<file path="config.mk">
export PLATFORM = sky130hd
export DESIGN_NAME = rx_frame_deframer_checksum
export DESIGN_NICKNAME = d
export VERILOG_FILES = /design/src/rtl/rfdc_pkg.sv /design/src/rtl/rfdc_engine.sv /design/src/rtl/rx_frame_deframer_checksum.sv
export SDC_FILE = /design/constraint.sdc
export NUM_CORES = 1
export LEC_CHECK = 0
export ABC_AREA = 1
export BUFFER_PORTS_ARGS = -buffer_cell sky130_fd_sc_hd__buf_2
export CAP_MARGIN = 20
export CORE_MARGIN = 5
export CORE_UTILIZATION = 60
export DETAILED_ROUTE_END_ITERATION = 8
export GPL_TIMING_DRIVEN = 1
export PLACE_DENSITY_LB_ADDON = 0.08
export SLEW_MARGIN = 20
export SYNTH_ARGS = -nofsm -noshare
export SYNTH_HDL_FRONTEND = slang
export SYNTH_SLANG_ARGS = --single-unit
</file>
<file path="constraint.sdc">
create_clock -name i_clk -period 7.95 [get_ports i_clk]
set_input_delay 1.59 -clock i_clk [delete_from_list [all_inputs] [get_ports i_clk]]
set_output_delay 1.59 -clock i_clk [all_outputs]
set_load 0.02 [all_outputs]
</file>
<file path="src/rtl/rfdc_pkg.sv">
// ----------------------------------------------------------------------------
// rfdc_pkg
// Types, codes and constants shared by the receive-frame deframer files.
// ----------------------------------------------------------------------------
package rfdc_pkg;

    // Frame parser phases. The one unused 3-bit code falls into the default arm.
    typedef enum logic [2:0] {
        PH_HUNT1 = 3'd0,
        PH_HUNT2 = 3'd1,
        PH_FUNC  = 3'd2,
        PH_LEN   = 3'd3,
        PH_DATA  = 3'd4,
        PH_CSUM  = 3'd5,
        PH_STOP  = 3'd6
    } t_phase;

    // Frame status codes.
    typedef enum logic [1:0] {
        ST_OK       = 2'd0,
        ST_STOP_ERR = 2'd1,
        ST_SUM_ERR  = 2'd2
    } t_status;

    // Configuration register indexes.
    localparam int CfgIdxW = 2;
    typedef enum logic [CfgIdxW-1:0] {
        CFG_START_ONE = 2'd0,
        CFG_START_TWO = 2'd1,
        CFG_STOP      = 2'd2
    } t_cfg_idx;

    localparam int ByteW        = 8;
    localparam int WordW        = 16;
    localparam int FrameLenW    = 9;
    localparam int FrameOverhead = 6;
    localparam int OutDataW     = 64;

    // Register values handed to the parser.
    typedef struct packed {
        logic [ByteW-1:0] start_one;
        logic [ByteW-1:0] start_two;
        logic [ByteW-1:0] stop_val;
    } t_cfg;

    // One decoded frame result.
    typedef struct packed {
        t_status              status;
        logic [ByteW-1:0]     func;
        logic [ByteW-1:0]     len;
        logic [FrameLenW-1:0] frame_len;
        logic [WordW-1:0]     first_word;
        logic [WordW-1:0]     second_word;
    } t_result;

endpackage

</file>
<file path="src/rtl/rfdc_engine.sv">
// ----------------------------------------------------------------------------
// rfdc_engine
// Byte-wise frame parser: start byte hunt, header capture, running checksum,
// data word capture and the final status decision at the stop byte.
// ----------------------------------------------------------------------------
module rfdc_engine
    import rfdc_pkg::*;
(
    input  logic             i_clk,
    input  logic             i_rst_n,
    input  logic             i_step,        // one byte is processed this cycle
    input  logic [ByteW-1:0] i_byte,
    input  t_cfg             i_cfg,
    output logic             o_stop_phase,  // the next byte closes a frame
    output t_result          o_res          // valid when i_step and o_stop_phase
);

    t_phase           r_phase,     n_phase;
    logic [ByteW-1:0] r_sum,       n_sum;
    logic [ByteW-1:0] r_left,      n_left;
    logic [ByteW-1:0] r_len,       n_len;
    logic [ByteW-1:0] r_func,      n_func;
    logic [WordW-1:0] r_word0,     n_word0;
    logic [WordW-1:0] r_word1,     n_word1;
    logic             r_sum_ok,    n_sum_ok;

    logic [ByteW-1:0] w_idx;

    assign o_stop_phase = (r_phase == PH_STOP);
    assign w_idx        = r_len - r_left;

    // Result fields come straight from the held header and words.
    always_comb begin
        o_res.func        = r_func;
        o_res.len         = r_len;
        o_res.frame_len   = {1'b0, r_len} + FrameLenW'(FrameOverhead);
        o_res.first_word  = r_word0;
        o_res.second_word = r_word1;
        if (i_byte != i_cfg.stop_val) begin
            o_res.status = ST_STOP_ERR;
        end else if (!r_sum_ok) begin
            o_res.status = ST_SUM_ERR;
        end else begin
            o_res.status = ST_OK;
        end
    end

    // Next-state logic for one byte.
    always_comb begin
        n_phase  = r_phase;
        n_sum    = r_sum;
        n_left   = r_left;
        n_len    = r_len;
        n_func   = r_func;
        n_word0  = r_word0;
        n_word1  = r_word1;
        n_sum_ok = r_sum_ok;
        if (i_step) begin
            unique case (r_phase)
                PH_HUNT2: begin
                    if (i_byte == i_cfg.start_two) begin
                        n_phase = PH_FUNC;
                    end else if (i_byte != i_cfg.start_one) begin
                        n_phase = PH_HUNT1;
                    end
                end
                PH_FUNC: begin
                    n_func  = i_byte;
                    n_sum   = i_byte;
                    n_phase = PH_LEN;
                end
                PH_LEN: begin
                    n_len   = i_byte;
                    n_left  = i_byte;
                    n_sum   = r_sum + i_byte;
                    n_word0 = '0;
                    n_word1 = '0;
                    n_phase = (i_byte != '0) ? PH_DATA : PH_CSUM;
                end
                PH_DATA: begin
                    n_sum  = r_sum + i_byte;
                    n_left = r_left - 1'b1;
                    // Only bytes 0-1, and 2-3 when len is 3 or 4, are kept.
                    if (w_idx == 8'd0) begin
                        n_word0 = {i_byte, 8'h00};
                    end else if (w_idx == 8'd1) begin
                        n_word0 = {r_word0[WordW-1:ByteW], i_byte};
                    end else if (w_idx == 8'd2) begin
                        if (r_len == 8'd3) begin
                            n_word1 = {8'h00, i_byte};
                        end else if (r_len == 8'd4) begin
                            n_word1 = {i_byte, 8'h00};
                        end
                    end else if (w_idx == 8'd3) begin
                        if (r_len == 8'd4) begin
                            n_word1 = {r_word1[WordW-1:ByteW], i_byte};
                        end
                    end
                    if (r_left == 8'd1) begin
                        n_phase = PH_CSUM;
                    end
                end
                PH_CSUM: begin
                    n_sum_ok = (i_byte == r_sum);
                    n_phase  = PH_STOP;
                end
                PH_STOP: begin
                    n_phase = PH_HUNT1;
                end
                default: begin
                    n_phase = (i_byte == i_cfg.start_one) ? PH_HUNT2 : PH_HUNT1;
                end
            endcase
        end
    end

    // Parser state registers.
    always_ff @(posedge i_clk) begin
        if (!i_rst_n) begin
            r_phase  <= PH_HUNT1;
            r_sum    <= '0;
            r_left   <= '0;
            r_len    <= '0;
            r_func   <= '0;
            r_word0  <= '0;
            r_word1  <= '0;
            r_sum_ok <= 1'b0;
        end else begin
            r_phase  <= n_phase;
            r_sum    <= n_sum;
            r_left   <= n_left;
            r_len    <= n_len;
            r_func   <= n_func;
            r_word0  <= n_word0;
            r_word1  <= n_word1;
            r_sum_ok <= n_sum_ok;
        end
    end

    // A data phase always has bytes left to take.
    a_data_left: assert property (@(posedge i_clk) disable iff (!i_rst_n)
        (r_phase == PH_DATA) |-> (r_left != '0))
        else $error("data phase with no bytes left");

    // The checksum byte always leads to the stop byte.
    a_csum_to_stop: assert property (@(posedge i_clk) disable iff (!i_rst_n)
        (i_step && r_phase == PH_CSUM) |=> (r_phase == PH_STOP))
        else $error("checksum byte did not lead to stop phase");

    // After a frame closes the parser hunts again.
    a_stop_to_hunt: assert property (@(posedge i_clk) disable iff (!i_rst_n)
        (i_step && r_phase == PH_STOP) |=> (r_phase == PH_HUNT1))
        else $error("parser did not return to hunting after a frame");

endmodule

</file>
<file path="src/rtl/rx_frame_deframer_checksum.sv">
// ----------------------------------------------------------------------------
// rx_frame_deframer_checksum
// Receive-frame deframer with an additive 8-bit checksum and stop byte check.
// ----------------------------------------------------------------------------
//  Channel   Direction  Ports                          Payload
//  s_axis    in         i_s_axis_tvalid/o_s_axis_tready  rx_byte, 8 bits
//  m_axis    out        o_m_axis_tvalid/i_m_axis_tready  frame result, 59 bits in 64
//  cfg       in         i_cfg_valid/o_cfg_ready           index 2 bits, data 8 bits
//
//  One byte is taken per cycle unless a stop byte waits on a stalled output; a
//  byte sits in the input register while the parser works on it, and a result
//  is loaded into the output register when the parser takes the stop byte.
//  A stop byte passes the input register and the parser before its result is registered.
//  Reset is synchronous and active low; it clears the parser to start-byte
//  hunting and the valid flags and configuration to zero; data registers are not reset.
//  A stalled output only holds back a stop byte; other bytes keep flowing.
// ----------------------------------------------------------------------------
module rx_frame_deframer_checksum
    import rfdc_pkg::*;
(
    input  logic                i_clk,
    input  logic                i_rst_n,
    // Input stream
    input  logic                i_s_axis_tvalid,
    output logic                o_s_axis_tready,
    input  logic [ByteW-1:0]    i_s_axis_tdata,   // [7:0] rx_byte
    // Result stream
    output logic                o_m_axis_tvalid,
    input  logic                i_m_axis_tready,
    output logic [OutDataW-1:0] o_m_axis_tdata,   // [1:0] frame_status,
                                                  // [9:2] function_code,
                                                  // [17:10] payload_length,
                                                  // [26:18] frame_length,
                                                  // [42:27] first_word,
                                                  // [58:43] second_word,
                                                  // [63:59] zero
    // Configuration writes
    input  logic                i_cfg_valid,
    output logic                o_cfg_ready,
    input  logic [CfgIdxW-1:0]  i_cfg_index,
    input  logic [ByteW-1:0]    i_cfg_data
);

    logic             r_in_vld;
    logic [ByteW-1:0] r_in_byte;
    logic             r_out_vld;
    t_result          r_out;
    t_cfg             r_cfg;

    logic             w_stop_phase;
    logic             w_step;
    logic             w_res_vld;
    t_result          w_res;

    // A byte moves into the parser unless it closes a frame and the
    // output register still holds an untaken result.
    assign w_step          = r_in_vld && (!w_stop_phase || !r_out_vld || i_m_axis_tready);
    assign w_res_vld       = w_step && w_stop_phase;
    assign o_s_axis_tready = !r_in_vld || w_step;
    assign o_cfg_ready     = 1'b1;

    // Configuration registers.
    always_ff @(posedge i_clk) begin
        if (!i_rst_n) begin
            r_cfg <= '0;
        end else if (i_cfg_valid) begin
            unique case (i_cfg_index)
                CFG_START_ONE: r_cfg.start_one <= i_cfg_data;
                CFG_START_TWO: r_cfg.start_two <= i_cfg_data;
                CFG_STOP:      r_cfg.stop_val  <= i_cfg_data;
                default:       ;
            endcase
        end
    end

    // Input register.
    always_ff @(posedge i_clk) begin
        if (!i_rst_n) begin
            r_in_vld <= 1'b0;
        end else if (o_s_axis_tready) begin
            r_in_vld <= i_s_axis_tvalid;
        end
    end

    always_ff @(posedge i_clk) begin
        if (o_s_axis_tready && i_s_axis_tvalid) begin
            r_in_byte <= i_s_axis_tdata;
        end
    end

    rfdc_engine u_engine (
        .i_clk        (i_clk),
        .i_rst_n      (i_rst_n),
        .i_step       (w_step),
        .i_byte       (r_in_byte),
        .i_cfg        (r_cfg),
        .o_stop_phase (w_stop_phase),
        .o_res        (w_res)
    );

    // Result register.
    always_ff @(posedge i_clk) begin
        if (!i_rst_n) begin
            r_out_vld <= 1'b0;
        end else if (w_res_vld) begin
            r_out_vld <= 1'b1;
        end else if (i_m_axis_tready) begin
            r_out_vld <= 1'b0;
        end
    end

    always_ff @(posedge i_clk) begin
        if (w_res_vld) begin
            r_out <= w_res;
        end
    end

    assign o_m_axis_tvalid = r_out_vld;
    assign o_m_axis_tdata  = {5'b0, r_out.second_word, r_out.first_word,
                              r_out.frame_len, r_out.len, r_out.func, r_out.status};

    // A new result never overwrites one that has not been transferred.
    a_no_overwrite: assert property (@(posedge i_clk) disable iff (!i_rst_n)
        w_res_vld |-> (!r_out_vld || i_m_axis_tready))
        else $error("result overwritten before transfer");

    // A result shows up only after a stop byte went through the parser.
    a_out_source: assert property (@(posedge i_clk) disable iff (!i_rst_n)
        $rose(r_out_vld) |-> $past(w_res_vld))
        else $error("result valid without a closing byte");

    // A byte held in the input register stays put until it is processed.
    a_in_hold: assert property (@(posedge i_clk) disable iff (!i_rst_n)
        (r_in_vld && !w_step) |=> (r_in_vld && $stable(r_in_byte)))
        else $error("pending input byte lost");

endmodule
</file>
* Word level (Yosys, flattened, before mapping)
Index checks and enable logic that the tools add are counted.
** Operators by class
- $add $sub $neg :: 4
- Equality and inequality tests :: 29
- Mux-type cells :: 22
- Reductions and logical operators :: 29
** Operators by type and width (number)
- $mux W16 :: 7
- $pmux W16 S2 :: 2
- $pmux W8 S2 :: 2
- $eq A8 B2 Y1 const B :: 3
- $eq A8 B8 Y1 :: 3
- $pmux W3 S6 :: 1
- $eq A8 B1 Y1 const B :: 2
- $mux W8 :: 2
- $ne A8 B8 Y1 :: 2
- $reduce_and A2 Y1 :: 8
- $ne A3 B1 Y1 const B :: 5
- $add A8 B3 Y9 const B :: 1
- $eq A3 B3 Y1 const B :: 3
- $mux W3 :: 3
- $reduce_and A3 Y1 :: 3
- $add A8 B8 Y8 :: 1
- $eq A8 B3 Y1 const B :: 1
- $logic_not A8 Y1 :: 1
- $reduce_bool A8 Y1 :: 1
- $sub A8 B1 Y8 const B :: 1
- $sub A8 B8 Y8 :: 1
- $reduce_and A7 Y1 :: 1
- $eq A3 B2 Y1 const B :: 2
- $ne A2 B1 Y1 const B :: 3
- other kinds (13) :: 25
** Storage, ports and cells
- Register bits after elaboration :: 161
- Input bits :: 23
- Output and inout bits :: 67
- Logic and storage cells :: 106

* Logic depth before layout (Yosys ltp)
- Depth in word-level cells :: 7
- Depth in mapped cells :: 19
- Depth with buffers taken out :: 18

* Cells and area by module
Synthesis repeated with hierarchy kept, for this count alone.
** Second synthesis, totals
- Cell total of the unflattened synthesis :: 890
- Area total of the unflattened synthesis :: 7480.9 µm²
** By module, submodules not included
- rfdc_engine :: instances 1, cells each 640, area each 4242.8 µm², seq. area each 1361.3 µm²
- rx_frame_deframer_checksum :: instances 1, cells each 250, area each 3238.1 µm², seq. area each 2532.4 µm²

* Worst setup path before layout
OpenSTA, ideal clock, no wires.
- Kind :: input -> register
- Start :: in i_m_axis_tready
- End :: reg r_out, in the netlist o_m_axis_tdata[0] (enable)
- Setup time :: 475 ps
- Arrival time :: 4318 ps
- Data required time :: 7475 ps
- Slack :: 3157 ps
- Stages on the path :: 4
- Buffers on the path :: 0
- Path through :: nor3_2 -> nor2_2 -> inv_1 -> nor2_1
** On the way
- Word-level cells in the longest chain between the ends :: 3
** RTL lines
- start: declaration :: line rx_frame_deframer_checksum.sv:29 : input logic i_m_axis_tready,
- $logic_or A1 B1 Y1 :: line rx_frame_deframer_checksum.sv:57 : assign w_step = r_in_vld && (!w_stop_phase || !r_out_vld || i_m_axis_tready);
- $logic_and A1 B1 Y1 :: line rx_frame_deframer_checksum.sv:57
- $logic_and A1 B1 Y1 :: line rx_frame_deframer_checksum.sv:58 : assign w_res_vld = w_step && w_stop_phase;
- named net w_res_vld :: line rx_frame_deframer_checksum.sv:52 : logic w_res_vld;
- end signal: assignment :: line rx_frame_deframer_checksum.sv:114 : r_out <= w_res;
- end: declaration :: line rx_frame_deframer_checksum.sv:47 : t_result r_out;
The timed path passes the listed nets, and every way through them passes these cells.
A chain may end at the register's enable or synchronous reset.

* Final worst setup path
- Start :: in i_m_axis_tready
- End :: out o_s_axis_tready
** On the way
- Word-level cells in the longest chain between the ends :: 3
** RTL lines
- $logic_or A1 B1 Y1 :: line rx_frame_deframer_checksum.sv:57
- $logic_and A1 B1 Y1 :: line rx_frame_deframer_checksum.sv:57
- $logic_or A1 B1 Y1 :: line rx_frame_deframer_checksum.sv:59 : assign o_s_axis_tready = !r_in_vld || w_step;
- end: declaration :: line rx_frame_deframer_checksum.sv:25 : output logic o_s_axis_tready,
Every way passes these cells.

==> out/results.tsv <==
stage	metric	value	unit
logic_synthesis	ys_types	43	
pwr	powerDensity	223	nW/µm²
logic_synthesis	synth_top_cells_by_area	edfxtp_1 27%, dfxtp_1 26%, nand2_1 6.8%, a21oi_1 5.5%, nor2_1 5.2%	
global_route	grt_max_degree	70	
pwr	vdd_drop_max	0.138	mV
finish	antenna_cells	0	
logic_synthesis	synthTopCellsByCount	131 x nand2_1, 100 x nor2_1, 94 x dfxtp_1, 80 x inv_1, 79 x a21oi_1	
outcome	outcome	completed	
logic_synthesis	yosysWarnings	0	
logic_synthesis	syn_area	7250	µm²
placed_design	portBuffers	83	
job	max_cap_viol_count	0	
route	wl_per_cell	15.3	µm
route	vias_per_cell	5.46	
finish	fin_cells	1061	
cts	holdBufCountCts	0	
finish	area_delta_synth_final	14.0	%
cts	postCtsResizedCells	0	
pwr	power_leakage	3.44	nW
logic_synthesis	synth_compound_gate_area_share	0.113	
global_route	grt.overflow.total	0	
setup_path	critPathArrivalTime	2.22	ns
timing	min_period	3.81	ns
logic_synthesis	yosysTopAreaCell	edfxtp_1	
placed_design	dp_slack	4.05	ns
global_route	grt_usage	0.231	
timing	fin_crit_sh	0.479	
global_route	grtUsageMet2	0.419	
finish	drive_gt1_frac	0.164	
cts	cts_buffer_depth	2	
timing	rsz0062_at_grt	false	
logic_synthesis	synth_top_family_by_area	simple AND/OR/NAND/NOR gates	
logic_synthesis	synthMuxAreaShare	0	
floorplanning	die_area	14400	µm²
cts	path_clk_slew	0.06	ns
timing	setup_viol	0	
route	firstDrtPassIters	5	
logic_synthesis	syn_avg_cell_area	8.72	µm²
timing	tightest_slew	1.03	ns
timing	finalWorstSetupSlack	4.14	ns
cts	cts_tree	done	
floorplanning	rows	40	
floorplanning	coreArea	11900	µm²
cts	cts_inserted_buffers	17	
floorplanning	die_width	120	µm
floorplanning	io-pin-count	90	
logic_synthesis	post-synth-top-count-cell	nand2_1	
logic_synthesis	yosys_register_bits	160	
timing	max-slew-margin-rel	0.313	
timing	clock-skew-final	0.00866	ns
logic_synthesis	synth_edf_count	66	
timing	setup_tns	0	ns
finish	fin_util	0.694	
placed_design	dp_cells	1029	
route	drc_errors	0	
logic_synthesis	synth_ff_type	dfxtp_1	
global_route	met3_usage	0.0509	
route	vias	5791	
logic_synthesis	seq_area_frac_synth	0.533	
placed_design	dp_hpwl	11.5	mm
setup_path	cp-start-kind	input pin	
hold_path	hp-class	reg -> reg	
cts	insertion_delay	0.43	ns
logic_synthesis	synthSimpleGateAreaFrac	0.214	
setup_path	slowest_delay	0.24	ns
setup_path	endpoint_kind	primary output	
cts	cts_max_level	4	
logic_synthesis	syn_inst	832	
cts	cts_sinks	160	
setup_path	crit_required	6.36	ns
setup_path	crit_fanout	3	
timing	hold_ws	0.424	ns
setup_path	cp_slowest_cell	nor3_2	
timing	fmax	263	MHz
cts	cts_setup_buffers	0	
finish	final_area	8270	µm²
floorplanning	start_util	0.609	
logic_synthesis	yosys.area.top_type_share	0.273	
route	drt_iter0_markers	403	
finish	finalNetCount	944	
logic_synthesis	synth_fa_ha_area_frac	0.0366	
setup_path	rrSetupSlack	4.86	ns
cts	cts_root_buffer	clkbuf_16	
pwr	total_power	1.85	mW
route	drtAntennaViolNets	0	
global_route	antenna_found_initial	0	
logic_synthesis	synth_async_sr_flop_share	0	
setup_path	critPathKind	in -> out	
timing	slew_viol_final	0	
placed_design	gp_congestion	0.882	
logic_synthesis	synthXorXnorAreaFrac	0.0302	
route	drt-total-wl	16.2	mm
global_route	grt.met1_usage	0.262	
global_route	grt_first_pass_wirelength	26.6	mm
setup_path	crit_chain	buf_2 > nor3_2 > nand2_1 > buf_2	
global_route	top_usage_layer	met2	
setup_path	path_common_cell	buf_2	
placed_design	postPlaceCellArea	7690	µm²
global_route	grt_pass1_vias	5723	
floorplanning	die_h	120	µm
timing	hold_viol_final	0	
[layout by cell type, fill, tap and decap left out, types with 3 or more instances in the layout]
| cell | count |
|---|---|
| nand2_1 | 131 |
| nor3_2 | 3 |
| a21oi_1 | 79 |
| xor2_1 | 11 |
| a31oi_1 | 4 |
| inv_1 | 80 |
| nand2_2 | 4 |
| nand3_1 | 48 |
| inv_6 | 4 |
| nor4_1 | 4 |
| clkinvlp_4 | 3 |
| dfxtp_1 | 94 |
| nor2_4 | 3 |
| ha_1 | 18 |
| conb_1 | 6 |
| buf_2 | 83 |
| nor2_2 | 6 |
| nor3_1 | 15 |
| clkbuf_16 | 17 |
| nand3_2 | 9 |
| o21ai_0 | 63 |
| nor2_1 | 99 |
| o31ai_1 | 3 |
| inv_2 | 8 |
| nand4_1 | 11 |
| xnor2_1 | 14 |
| edfxtp_1 | 66 |
[worst max-delay path: cells and delay by family]
family / cells / cell delay, ns
buffers and inverters: 2 / 0.28
AND/OR/NAND/NOR: 2 / 0.34
[kinds of logic (layout without fill, tap and decap cells)]
logic type      after synthesis  count (layout)
simple gates                341             341
flops                       160             160
compound gates              157             157
buf+inv                     127             205
xor+xnor                     25              25
fa+ha+maj                    20              20
other cells                   2               6
[cell type report]
cell class | instances | area (µm²)
clock buffers | 19 | 433
clock inverters | 13 | 151
fillers | 951 | 3640
inverters | 89 | 334
multi-input cells | 549 | 2880
flip-flops and latches | 160 | 3860
well taps | 147 | 184
repair buffers | 84 | 423
[where the power goes]
group          internal, mW  switching (mW)  total [mW]
clock network         0.468           0.332       0.800
registers             0.867          0.0191       0.886
logic                0.0519           0.107       0.159
[registers in the layout, summed over array words and instances (netlist names)]
signal,flops
r_in_byte,8
u_engine.r_sum_ok,1
u_engine.r_left,8
u_engine.r_word0,16
r_in_vld,1
u_engine.r_func,8
u_engine.r_len,8
r_cfg,24
u_engine.r_word1,16
u_engine.r_sum,8
u_engine.r_phase,3
o_m_axis_tvalid,1
o_m_axis_tdata,58
[layer usage]
layer	part of all wire	up-vias
met3	0.055	38
met1	0.40	2676
met4	0.027	0
li1	-	2901
met2	0.51	176
met5	0	-
[path summary, 6_finish.rpt]
check	from	endpoint	depth (start not counted)
max	i_m_axis_tready	o_s_axis_tready	4
min	u_engine.r_func[6]	o_m_axis_tdata[8]	0
max reg2reg	u_engine.r_len[0]	u_engine.r_word1[8]	17
min reg2reg	u_engine.r_func[6]	o_m_axis_tdata[8]	0
Note: power is estimated with default switching activity, not from simulation.
